<file path="src/hdl/efc_pkg.sv">
// Shared types, constants and helper functions of the Euler-angle fly camera.
// Used by every module of the block; depends on nothing.
`default_nettype none

package efc_pkg;

    // Configuration register indexes
    localparam logic [1:0] CFG_MOVE_SPEED = 2'd0;
    localparam logic [1:0] CFG_LOOK_SENS  = 2'd1;
    localparam logic [1:0] CFG_CONSTRAIN  = 2'd2;

    // Item commands and move directions
    localparam logic       CMD_MOVE  = 1'b0;
    localparam logic       CMD_LOOK  = 1'b1;
    localparam logic [1:0] DIR_FWD   = 2'd0;
    localparam logic [1:0] DIR_BACK  = 2'd1;
    localparam logic [1:0] DIR_LEFT  = 2'd2;
    localparam logic [1:0] DIR_RIGHT = 2'd3;

    // Angles in Q16.16 degrees, held at 35 bits for intermediate sums
    localparam logic signed [34:0] DEG_90      = 35'sd5898240;
    localparam logic signed [34:0] DEG_180     = 35'sd11796480;
    localparam logic signed [34:0] PITCH_LIM   = 35'sd5832704;
    localparam logic signed [34:0] WRAP_OFFSET = 35'sd3019898880;
    localparam logic [32:0]        DEG_360_U   = 33'd23592960;
    localparam logic signed [24:0] YAW_RESET   = -25'sd5898240;

    // Vectors in Q2.14, CORDIC internals in Q1.30
    localparam logic signed [15:0] VEC_ONE  = 16'sd16384;
    localparam logic signed [33:0] CORDIC_K = 34'sd652032874;
    localparam int                 CORDIC_N = 16;

    typedef struct packed {
        logic              cmd;
        logic [1:0]        direction;
        logic [15:0]       delta_time;
        logic signed [15:0] x_offset;
        logic signed [15:0] y_offset;
    } in_item_t;

    typedef struct packed {
        logic signed [31:0] pos_x;
        logic signed [31:0] pos_y;
        logic signed [31:0] pos_z;
        logic signed [15:0] front_x;
        logic signed [15:0] front_y;
        logic signed [15:0] front_z;
        logic signed [15:0] right_x;
        logic signed [15:0] right_y;
        logic signed [15:0] right_z;
        logic signed [15:0] up_x;
        logic signed [15:0] up_y;
        logic signed [15:0] up_z;
    } out_item_t;

    // Request to and status from the shared CORDIC unit
    typedef struct packed {
        logic               start;
        logic signed [24:0] angle;
    } cordic_req_t;

    typedef struct packed {
        logic               done;
        logic signed [15:0] sin;
        logic signed [15:0] cos;
    } cordic_rsp_t;

    // Request to the shared multiplier
    typedef struct packed {
        logic               en;
        logic signed [16:0] a;
        logic signed [32:0] b;
    } mul_req_t;

    typedef enum logic [4:0] {
        S_IDLE, S_VEL, S_VLAT, S_STEP, S_ACC,
        S_LY, S_LP, S_LSUM, S_WRAP, S_PFIX,
        S_CY, S_CYW, S_CP, S_CPW, S_PMUL, S_PCAP, S_DONE
    } state_t;

    // Arctangent of 2^-i in Q16.16 degrees
    function automatic logic signed [25:0] atan_deg(input logic [3:0] i);
        logic signed [25:0] r;
        unique case (i)
            4'd0:    r = 26'sd2949120;
            4'd1:    r = 26'sd1740967;
            4'd2:    r = 26'sd919879;
            4'd3:    r = 26'sd466945;
            4'd4:    r = 26'sd234379;
            4'd5:    r = 26'sd117304;
            4'd6:    r = 26'sd58666;
            4'd7:    r = 26'sd29335;
            4'd8:    r = 26'sd14668;
            4'd9:    r = 26'sd7334;
            4'd10:   r = 26'sd3667;
            4'd11:   r = 26'sd1833;
            4'd12:   r = 26'sd917;
            4'd13:   r = 26'sd458;
            4'd14:   r = 26'sd229;
            default: r = 26'sd115;
        endcase
        return r;
    endfunction

    // Limit a value to the unit range of Q2.14
    function automatic logic signed [15:0] clamp_unit(input logic signed [35:0] v);
        logic signed [15:0] r;
        if (v > 36'sd16384)
            r = VEC_ONE;
        else if (v < -36'sd16384)
            r = -VEC_ONE;
        else
            r = v[15:0];
        return r;
    endfunction

endpackage

`default_nettype wire

</file>
<file path="src/hdl/euler_fly_camera_update.sv">
// Fly camera with Euler angles: move and look items update the position and the
// yaw and pitch, and each item returns the position and the unit front, right and
// up vectors of the view basis. One item at a time: a move item steps the position
// on the shared multiplier, a look item updates yaw and pitch and wraps the yaw,
// and the pitch too when it is not clamped; both then take two sixteen-rotation
// CORDIC runs on one shared unit and four basis products on the shared multiplier.
// Each angle wrap has eight steps. The result waits in an output register, and the
// next item is taken meanwhile.
// Depends on efc_pkg, efc_mul and efc_cordic.
`default_nettype none

module euler_fly_camera_update (
    input  wire logic               clk,
    input  wire logic               rst_n,
    input  wire logic               cfg_write_en,
    input  wire logic [1:0]         cfg_index,
    input  wire logic [15:0]        cfg_data,
    input  wire logic               in_valid,
    output logic                    in_ready,
    input  wire efc_pkg::in_item_t  in_data,
    output logic                    out_valid,
    input  wire logic               out_ready,
    output efc_pkg::out_item_t      out_data
);
    import efc_pkg::*;

    state_t             state_reg, state_next;
    in_item_t           item_reg, item_next;
    logic [15:0]        speed_reg, speed_next;
    logic [15:0]        sens_reg, sens_next;
    logic               constrain_reg, constrain_next;
    logic signed [31:0] pos_reg [3];
    logic signed [31:0] pos_next [3];
    logic signed [24:0] yaw_reg, yaw_next;
    logic signed [24:0] pitch_reg, pitch_next;
    logic signed [15:0] front_reg [3];
    logic signed [15:0] front_next [3];
    logic signed [15:0] right_reg [3];
    logic signed [15:0] right_next [3];
    logic signed [15:0] up_reg [3];
    logic signed [15:0] up_next [3];
    logic [31:0]        vel_reg, vel_next;
    logic [1:0]         idx_reg, idx_next;
    logic [32:0]        wrap_reg, wrap_next;
    logic [2:0]         k_reg, k_next;
    logic               wsel_reg, wsel_next;
    logic signed [33:0] psum_reg, psum_next;
    logic signed [15:0] sy_reg, sy_next, cy_reg, cy_next;
    logic signed [15:0] sp_reg, sp_next, cp_reg, cp_next;
    logic               out_valid_reg, out_valid_next;
    out_item_t          out_data_reg, out_data_next;

    mul_req_t           mreq;
    logic signed [49:0] mul_p;
    cordic_req_t        creq;
    cordic_rsp_t        crsp;

    logic signed [49:0] step_rnd;
    logic signed [33:0] pos_sum;
    logic signed [34:0] ang_sum;
    logic [32:0]        wrap_lim;
    logic [32:0]        wrap_after;
    logic signed [34:0] ang_out;
    logic signed [49:0] q_rnd;
    logic signed [15:0] q_val;
    logic               sg;

    efc_mul u_mul (
        .clk (clk),
        .req (mreq),
        .p   (mul_p)
    );

    efc_cordic u_cordic (
        .clk   (clk),
        .rst_n (rst_n),
        .req   (creq),
        .rsp   (crsp)
    );

    assign in_ready  = (state_reg == S_IDLE);
    assign out_valid = out_valid_reg;
    assign out_data  = out_data_reg;

    // Sequencer: next state, datapath control and register updates.
    always_comb
    begin
        state_next     = state_reg;
        item_next      = item_reg;
        speed_next     = speed_reg;
        sens_next      = sens_reg;
        constrain_next = constrain_reg;
        pos_next       = pos_reg;
        yaw_next       = yaw_reg;
        pitch_next     = pitch_reg;
        front_next     = front_reg;
        right_next     = right_reg;
        up_next        = up_reg;
        vel_next       = vel_reg;
        idx_next       = idx_reg;
        wrap_next      = wrap_reg;
        k_next         = k_reg;
        wsel_next      = wsel_reg;
        psum_next      = psum_reg;
        sy_next        = sy_reg;
        cy_next        = cy_reg;
        sp_next        = sp_reg;
        cp_next        = cp_reg;
        out_valid_next = out_valid_reg;
        out_data_next  = out_data_reg;
        mreq           = '0;
        creq.start     = 1'b0;
        creq.angle     = yaw_reg;

        step_rnd   = (mul_p + 50'sd2097152) >>> 22;
        pos_sum    = '0;
        ang_sum    = '0;
        wrap_lim   = DEG_360_U << k_reg;
        wrap_after = (wrap_reg >= wrap_lim) ? (wrap_reg - wrap_lim) : wrap_reg;
        ang_out    = $signed({2'b00, wrap_after}) - DEG_180;
        q_rnd      = (mul_p + 50'sd8192) >>> 14;
        q_val      = clamp_unit(q_rnd[35:0]);
        sg         = (cp_reg >= 0);

        // Configuration writes
        if (cfg_write_en)
        begin
            unique case (cfg_index)
                CFG_MOVE_SPEED: speed_next     = cfg_data;
                CFG_LOOK_SENS:  sens_next      = cfg_data;
                CFG_CONSTRAIN:  constrain_next = cfg_data[0];
                default:        ;
            endcase
        end

        // The output register empties on a transfer.
        if (out_valid_reg && out_ready)
        begin
            out_valid_next = 1'b0;
        end

        unique case (state_reg)
            S_IDLE:
            begin
                if (in_valid)
                begin
                    item_next  = in_data;
                    state_next = (in_data.cmd == CMD_MOVE) ? S_VEL : S_LY;
                end
            end
            // Velocity is speed times frame time, Q8.24.
            S_VEL:
            begin
                mreq.en    = 1'b1;
                mreq.a     = $signed({1'b0, speed_reg});
                mreq.b     = $signed({17'd0, item_reg.delta_time});
                state_next = S_VLAT;
            end
            S_VLAT:
            begin
                vel_next   = mul_p[31:0];
                idx_next   = '0;
                state_next = S_STEP;
            end
            // One position component per pass: multiply, then add with saturation.
            S_STEP:
            begin
                mreq.en    = 1'b1;
                mreq.a     = (item_reg.direction == DIR_FWD || item_reg.direction == DIR_BACK)
                             ? 17'(front_reg[idx_reg]) : 17'(right_reg[idx_reg]);
                mreq.b     = $signed({1'b0, vel_reg});
                state_next = S_ACC;
            end
            S_ACC:
            begin
                if (item_reg.direction == DIR_FWD || item_reg.direction == DIR_RIGHT)
                    pos_sum = 34'(pos_reg[idx_reg]) + step_rnd[33:0];
                else
                    pos_sum = 34'(pos_reg[idx_reg]) - step_rnd[33:0];
                if (pos_sum > 34'sd2147483647)
                    pos_next[idx_reg] = 32'sh7FFFFFFF;
                else if (pos_sum < -34'sd2147483648)
                    pos_next[idx_reg] = 32'sh80000000;
                else
                    pos_next[idx_reg] = pos_sum[31:0];
                if (idx_reg == 2'd2)
                    state_next = S_CY;
                else
                begin
                    idx_next   = idx_reg + 2'd1;
                    state_next = S_STEP;
                end
            end
            // Look deltas are mouse counts times sensitivity.
            S_LY:
            begin
                mreq.en    = 1'b1;
                mreq.a     = $signed({1'b0, sens_reg});
                mreq.b     = 33'(item_reg.x_offset);
                state_next = S_LP;
            end
            S_LP:
            begin
                mreq.en    = 1'b1;
                mreq.a     = $signed({1'b0, sens_reg});
                mreq.b     = 33'(item_reg.y_offset);
                ang_sum    = 35'(yaw_reg) + mul_p[34:0] + DEG_180 + WRAP_OFFSET;
                wrap_next  = ang_sum[32:0];
                wsel_next  = 1'b0;
                state_next = S_LSUM;
            end
            S_LSUM:
            begin
                psum_next  = 34'(pitch_reg) + mul_p[33:0];
                k_next     = 3'd7;
                state_next = S_WRAP;
            end
            // Reduce modulo 360 degrees by subtracting 360 times 2^k, k from 7 down.
            S_WRAP:
            begin
                wrap_next = wrap_after;
                k_next    = k_reg - 3'd1;
                if (k_reg == 3'd0)
                begin
                    if (!wsel_reg)
                    begin
                        yaw_next   = ang_out[24:0];
                        state_next = S_PFIX;
                    end
                    else
                    begin
                        pitch_next = ang_out[24:0];
                        state_next = S_CY;
                    end
                end
            end
            S_PFIX:
            begin
                if (constrain_reg)
                begin
                    if (35'(psum_reg) > PITCH_LIM)
                        pitch_next = PITCH_LIM[24:0];
                    else if (35'(psum_reg) < -PITCH_LIM)
                        pitch_next = 25'(-PITCH_LIM);
                    else
                        pitch_next = psum_reg[24:0];
                    state_next = S_CY;
                end
                else
                begin
                    ang_sum    = 35'(psum_reg) + DEG_180 + WRAP_OFFSET;
                    wrap_next  = ang_sum[32:0];
                    wsel_next  = 1'b1;
                    k_next     = 3'd7;
                    state_next = S_WRAP;
                end
            end
            // Sine and cosine of yaw, then of pitch.
            S_CY:
            begin
                creq.start = 1'b1;
                creq.angle = yaw_reg;
                state_next = S_CYW;
            end
            S_CYW:
            begin
                if (crsp.done)
                begin
                    sy_next    = crsp.sin;
                    cy_next    = crsp.cos;
                    state_next = S_CP;
                end
            end
            S_CP:
            begin
                creq.start = 1'b1;
                creq.angle = pitch_reg;
                state_next = S_CPW;
            end
            S_CPW:
            begin
                if (crsp.done)
                begin
                    sp_next    = crsp.sin;
                    cp_next    = crsp.cos;
                    idx_next   = '0;
                    state_next = S_PMUL;
                end
            end
            // The four products of the basis, one per pass.
            S_PMUL:
            begin
                mreq.en = 1'b1;
                unique case (idx_reg)
                    2'd0:
                    begin
                        mreq.a = 17'(cy_reg);
                        mreq.b = 33'(cp_reg);
                    end
                    2'd1:
                    begin
                        mreq.a = 17'(sy_reg);
                        mreq.b = 33'(cp_reg);
                    end
                    2'd2:
                    begin
                        mreq.a = -17'(cy_reg);
                        mreq.b = 33'(sp_reg);
                    end
                    default:
                    begin
                        mreq.a = -17'(sy_reg);
                        mreq.b = 33'(sp_reg);
                    end
                endcase
                state_next = S_PCAP;
            end
            S_PCAP:
            begin
                unique case (idx_reg)
                    2'd0:    front_next[0] = q_val;
                    2'd1:    front_next[2] = q_val;
                    2'd2:    up_next[0]    = sg ? q_val : -q_val;
                    default: up_next[2]    = sg ? q_val : -q_val;
                endcase
                if (idx_reg == 2'd3)
                begin
                    front_next[1] = sp_reg;
                    right_next[0] = sg ? -sy_reg : sy_reg;
                    right_next[1] = '0;
                    right_next[2] = sg ? cy_reg : -cy_reg;
                    up_next[1]    = sg ? cp_reg : -cp_reg;
                    state_next    = S_DONE;
                end
                else
                begin
                    idx_next   = idx_reg + 2'd1;
                    state_next = S_PMUL;
                end
            end
            // Hand the result over once the output register is free.
            S_DONE:
            begin
                if (!out_valid_reg || out_ready)
                begin
                    out_valid_next        = 1'b1;
                    out_data_next.pos_x   = pos_reg[0];
                    out_data_next.pos_y   = pos_reg[1];
                    out_data_next.pos_z   = pos_reg[2];
                    out_data_next.front_x = front_reg[0];
                    out_data_next.front_y = front_reg[1];
                    out_data_next.front_z = front_reg[2];
                    out_data_next.right_x = right_reg[0];
                    out_data_next.right_y = right_reg[1];
                    out_data_next.right_z = right_reg[2];
                    out_data_next.up_x    = up_reg[0];
                    out_data_next.up_y    = up_reg[1];
                    out_data_next.up_z    = up_reg[2];
                    state_next            = S_IDLE;
                end
            end
            default:
            begin
                state_next = S_IDLE;
            end
        endcase
    end

    // State register
    always_ff @(posedge clk or negedge rst_n)
    begin
        if (!rst_n)
            state_reg <= S_IDLE;
        else
            state_reg <= state_next;
    end

    // Configuration, camera state and output valid
    always_ff @(posedge clk or negedge rst_n)
    begin
        if (!rst_n)
        begin
            speed_reg     <= 16'd640;
            sens_reg      <= 16'd6554;
            constrain_reg <= 1'b1;
            pos_reg       <= '{32'sd0, 32'sd0, 32'sd0};
            yaw_reg       <= YAW_RESET;
            pitch_reg     <= '0;
            front_reg     <= '{16'sd0, 16'sd0, -VEC_ONE};
            right_reg     <= '{VEC_ONE, 16'sd0, 16'sd0};
            up_reg        <= '{16'sd0, VEC_ONE, 16'sd0};
            out_valid_reg <= 1'b0;
        end
        else
        begin
            speed_reg     <= speed_next;
            sens_reg      <= sens_next;
            constrain_reg <= constrain_next;
            pos_reg       <= pos_next;
            yaw_reg       <= yaw_next;
            pitch_reg     <= pitch_next;
            front_reg     <= front_next;
            right_reg     <= right_next;
            up_reg        <= up_next;
            out_valid_reg <= out_valid_next;
        end
    end

    // Working registers of the sequence
    always_ff @(posedge clk)
    begin
        item_reg     <= item_next;
        vel_reg      <= vel_next;
        idx_reg      <= idx_next;
        wrap_reg     <= wrap_next;
        k_reg        <= k_next;
        wsel_reg     <= wsel_next;
        psum_reg     <= psum_next;
        sy_reg       <= sy_next;
        cy_reg       <= cy_next;
        sp_reg       <= sp_next;
        cp_reg       <= cp_next;
        out_data_reg <= out_data_next;
    end

endmodule

`default_nettype wire

</file>
<file path="src/hdl/efc_mul.sv">
// Shared signed multiplier of the fly camera, 17 by 33 bits, registered output.
// Depends on efc_pkg for the request type.
`default_nettype none

module efc_mul (
    input  wire logic                 clk,
    input  wire efc_pkg::mul_req_t    req,
    output logic signed [49:0]        p
);
    import efc_pkg::*;

    logic signed [49:0] p_reg;
    logic signed [49:0] p_next;

    // The product is taken only when a request is issued, and held otherwise.
    always_comb
    begin
        p_next = p_reg;
        if (req.en)
        begin
            p_next = 50'(req.a * req.b);
        end
    end

    always_ff @(posedge clk)
    begin
        p_reg <= p_next;
    end

    assign p = p_reg;

endmodule

`default_nettype wire

</file>
<file path="src/hdl/efc_cordic.sv">
// Iterative CORDIC sine and cosine unit: one rotation per cycle, sixteen in all.
// Depends on efc_pkg for the arctangent table, constants and handshake types.
`default_nettype none

module efc_cordic (
    input  wire logic                 clk,
    input  wire logic                 rst_n,
    input  wire efc_pkg::cordic_req_t req,
    output efc_pkg::cordic_rsp_t      rsp
);
    import efc_pkg::*;

    logic signed [33:0] x_reg, x_next;
    logic signed [33:0] y_reg, y_next;
    logic signed [25:0] z_reg, z_next;
    logic [3:0]         it_reg, it_next;
    logic               busy_reg, busy_next;
    logic               done_reg, done_next;
    logic               flip_reg, flip_next;

    logic signed [34:0] ang;
    logic signed [33:0] x_sh, y_sh;
    logic signed [33:0] c_rnd, s_rnd;
    logic signed [15:0] c_cl, s_cl;

    // Fold the angle into plus or minus 90 degrees, then rotate towards zero.
    always_comb
    begin
        x_next    = x_reg;
        y_next    = y_reg;
        z_next    = z_reg;
        it_next   = it_reg;
        busy_next = busy_reg;
        done_next = done_reg;
        flip_next = flip_reg;
        ang       = 35'(req.angle);
        x_sh      = x_reg >>> it_reg;
        y_sh      = y_reg >>> it_reg;
        if (req.start)
        begin
            x_next    = CORDIC_K;
            y_next    = '0;
            it_next   = '0;
            busy_next = 1'b1;
            done_next = 1'b0;
            if (ang > DEG_90)
            begin
                z_next    = 26'(ang - DEG_180);
                flip_next = 1'b1;
            end
            else if (ang < -DEG_90)
            begin
                z_next    = 26'(ang + DEG_180);
                flip_next = 1'b1;
            end
            else
            begin
                z_next    = 26'(ang);
                flip_next = 1'b0;
            end
        end
        else if (busy_reg)
        begin
            if (z_reg >= 0)
            begin
                x_next = x_reg - y_sh;
                y_next = y_reg + x_sh;
                z_next = z_reg - atan_deg(it_reg);
            end
            else
            begin
                x_next = x_reg + y_sh;
                y_next = y_reg - x_sh;
                z_next = z_reg + atan_deg(it_reg);
            end
            it_next = it_reg + 4'd1;
            if (it_reg == 4'(CORDIC_N - 1))
            begin
                busy_next = 1'b0;
                done_next = 1'b1;
            end
        end
    end

    always_ff @(posedge clk or negedge rst_n)
    begin
        if (!rst_n)
        begin
            busy_reg <= 1'b0;
            done_reg <= 1'b0;
        end
        else
        begin
            busy_reg <= busy_next;
            done_reg <= done_next;
        end
    end

    always_ff @(posedge clk)
    begin
        x_reg    <= x_next;
        y_reg    <= y_next;
        z_reg    <= z_next;
        it_reg   <= it_next;
        flip_reg <= flip_next;
    end

    // Round half up to Q2.14, limit to the unit range and undo the fold.
    always_comb
    begin
        c_rnd    = (x_reg + 34'sd32768) >>> 16;
        s_rnd    = (y_reg + 34'sd32768) >>> 16;
        c_cl     = clamp_unit(36'(c_rnd));
        s_cl     = clamp_unit(36'(s_rnd));
        rsp.done = done_reg;
        rsp.cos  = flip_reg ? -c_cl : c_cl;
        rsp.sin  = flip_reg ? -s_cl : s_cl;
    end

endmodule

`default_nettype wire

</file>
<file path="config.mk">
export PLATFORM = sky130hd
export DESIGN_NAME = euler_fly_camera_update
export DESIGN_NICKNAME = d
export VERILOG_FILES = /design/src/hdl/efc_pkg.sv /design/src/hdl/euler_fly_camera_update.sv /design/src/hdl/efc_mul.sv /design/src/hdl/efc_cordic.sv
export SDC_FILE = /design/constraint.sdc
export NUM_CORES = 2
export LEC_CHECK = 0
export ABC_AREA = 1
export BUFFER_PORTS_ARGS = -buffer_cell sky130_fd_sc_hd__buf_2
export CORE_MARGIN = 2
export CORE_UTILIZATION = 35
export CTS_CLUSTER_SIZE = 20
export DETAILED_ROUTE_END_ITERATION = 8
export PLACE_DENSITY_LB_ADDON = 0.3
export RECOVER_POWER = 25
export SYNTH_ARGS = -nofsm -noshare
export SYNTH_HDL_FRONTEND = slang
export SYNTH_SLANG_ARGS = --single-unit
</file>
<file path="constraint.sdc">
create_clock -name clk -period 25.1 [get_ports clk]
set_input_delay 2.51 -clock clk [delete_from_list [all_inputs] [get_ports clk]]
set_output_delay 2.51 -clock clk [all_outputs]
set_load 0.005 [all_outputs]
</file>
==> results.cfg <==
[drt]
drt-initial-drc-count = 8076
drtPass1Iterations = 6
vias_per_cell = 5.326
drt_drc_violations_left = 0
ant_nets = 0
dr_total_vias = 73420
wirelength_um = 310300
routedWlPerCell_um = 22.51

[place]
placed_cell_area_um2 = 85420
pre_cts_ws_ns = 15.05
gp_congestion = 1.001
hpwlAfterDp_um = 244700
io_buffers = 299

[critical_path]
cp.arrival_ns = 11.80
path_buf_inv = 11
crit_required_ns = 25.62
crit_start = idx_reg[0]
start_kind = flop
path_common_cell = inv_1
r2r-end = u_mul.p[46]
crit_fanout = 52
cp-end-kind = flop
cp_slowest_stage_delay_ns = 1.53
reg2reg_slack_ns = 13.82
crit_slowest_cell = clkbuf_1
rr_worst_depth = 34
r2r-start = idx_reg[0]
cpLargestDelayFamily = buffers and inverters
worstSetupPathType = reg2reg

[floorplan]
die_width_um = 484.5
dieArea_um2 = 234700
ios = 316
core_um2 = 229700
rows = 176
die_y_um = 484.5
start_util_pct = 35.18

[layout]
area_growth_syn_to_layout_pct = 10.38
largest_register_ffs = 224
fin_area_um2 = 89200
fin_nets = 11660
drive_above_1_share_pct = 6.790

[hold_path]
min_from = up_reg[6]
worstHoldPathType = reg2reg
hold_depth = 0
holdPathEnd = out_data[6]

[clocking]
cts_htree_levels = 3
post_cts_buffers = 0
cts_made_buffers = 111
cts_resized = 0
clk_latency_ns = 0.81
clk_path_buf_depth = 3
root_buffer = clkbuf_16
numClockSinks = 929
cts_tree = done
cts.reportedPaths.clkPinSlew_ns = 0.06
ctsHoldBuffers = 0

[logic_synthesis]
yosysMostFrequentCell = nand2_1
syn_avg_cell_area_um2 = 7.675
synth_top_family_by_area = simple AND/OR/NAND/NOR gates
synth-simple-area-share_pct = 22.72
synth_cell_types = 70
synth_fa_ha_area_share_pct = 19.47
synth_edf_count = 520
yosys-mux-area-fraction_pct = 0.3221
synth_xor_area_share_pct = 4.442
yosys_warnings = 0
ys.flop_type = edfxtp_1
ys_ff_latch = 929
yosysSeqAreaShare_pct = 31.44
synthArstFlopShare_pct = 33.91
synth_top_area_share_pct = 19.32
synth_compound_area_share_pct = 11.94
syn-cell-area_um2 = 80810
synth_common_cells = 2,662 x nand2_1, 1,595 x inv_1, 960 x nor2_1, 793 x o21ai_0, 542 x fa_1
synth_area_leader_cell = edfxtp_1
syn_inst = 10530
ys_top_cells_by_area = edfxtp_1 19%, fa_1 13%, nand2_1 12%

[global_route]
grt_start_max_net_pins = 124
gr-total-overflow = 0
first_global_vias = 70350
grtUsageMet3_pct = 3.177
track_usage_pct = 25.84
grt_pass1_wl_um = 459400
met1_usage_pct = 35.97
antenna_found_initial = 10
grtUsageMet2_pct = 40.12
top_usage_layer = met2

[timing]
setup_viol = 0
tightest_slew_ns = 5.060
slew_headroom_pct = -237.4
period_minus_slack_ns = 11.28
maxSlewViolCount = 332
clock_skew_ns = 0.07230
fin_ws_ns = 13.82
rsz0062_at_grt = no
tns_ns = 0
fin_crit_sh_pct = 44.94
finalHoldViolCount = 0
max_freq_ghz = 0.08865

[status]
violations = capacitance limit, slew limit
status = finished with violations

[flow_run]
maxCapViolCount = 8
==> stage by stage <==
stage	cells	utilization, %	hold slack (ns)
4_1_cts	13780	38.86	0.4509
5_1_grt	13780	38.83	0.4661
6_report	13790	38.83	0.4462
3_5_place_dp	13570	37.19	0.4347
3_3_place_gp	13570	37.19	0.4347
2_1_floorplan	10540	-	0.4174
==> cells by family after synthesis <==
logic type	Yosys count
AOI/OAI and AO/OA	1701
muxes	26
other	1
DFF	929
xor gates and xnor gates	409
buffers and inverters	2038
and+or+nand+nor	4492
adders and majority gates	932
==> area by class of cell <==
cell class | instances | area, µm²
fill | 23730 | 140500
multi-input combinational | 7576 | 47760
sequential | 929 | 25410
inverter | 1624 | 6097
tap | 3026 | 3786
clock buffer | 133 | 2963
timing repair buffer | 410 | 2287
clock inverter | 79 | 868.3
antenna | 9 | 22.52
==> routing by layer <==
| metal | part of all wire [%] | vias up | routed length, µm |
|---|---|---|---|
| met5 | 0.0042 | - | 13 |
| met4 | 5.2 | 2 | 16210 |
| met3 | 7.2 | 496 | 22200 |
| met2 | 44 | 3202 | 136700 |
| met1 | 44 | 35620 | 135200 |
| li1 | - | 34100 | - |
==> worst register-to-register path, delay by kind of cell, from the launching register on <==
kind / cells / cell delay (ns)
simple gates: 7 / 0.71
fa+ha+maj: 8 / 3.49
compound gates: 8 / 2.37
buf+inv: 11 / 3.87
flops: 1 / 0.59
==> worst max-delay path by stage <==
stage | to | slack [ns] | depth (start not counted)
6_report | u_mul.p[46] | 13.82 | 34
5_1_grt | u_mul.p[46] | 13.10 | 34
4_1_cts | u_mul.p[46] | 14.97 | 32
3_5_place_dp | u_mul.p[46] | 15.05 | 32
3_3_place_gp | u_mul.p[46] | 15.15 | 32
2_1_floorplan | out_data[0] | 12.46 | 2
==> cells in the final DEF (no fill, tap or decap), types with 16 or more instances in the layout <==
cell type and instances:
nor3_1 87, o21bai_1 34, or2_2 59, xor2_1 289
nor2_1 947, o21a_1 31, nor4_1 30, nand2_1 2662
buf_4 98, edfxtp_1 520, o21ai_1 29, dfxtp_1 91
nand4_1 89, nor2_2 24, o221ai_1 42, a21o_1 21
mux2i_1 26, conb_1 16, clkbuf_16 113, a221oi_1 43
a21oi_1 463, o211ai_1 70, inv_1 1591, o21ai_0 788
o22ai_1 32, clkinv_1 33, dfrtp_1 295, and2_1 23
a31oi_1 56, ha_1 387, clkbuf_1 33, xnor2_1 119
buf_2 291, nand3_1 513, fa_1 542, nand3b_1 16
Power is not shown: default switching activity piles up to over one toggle a cycle in this logic, so the estimate is an artifact.
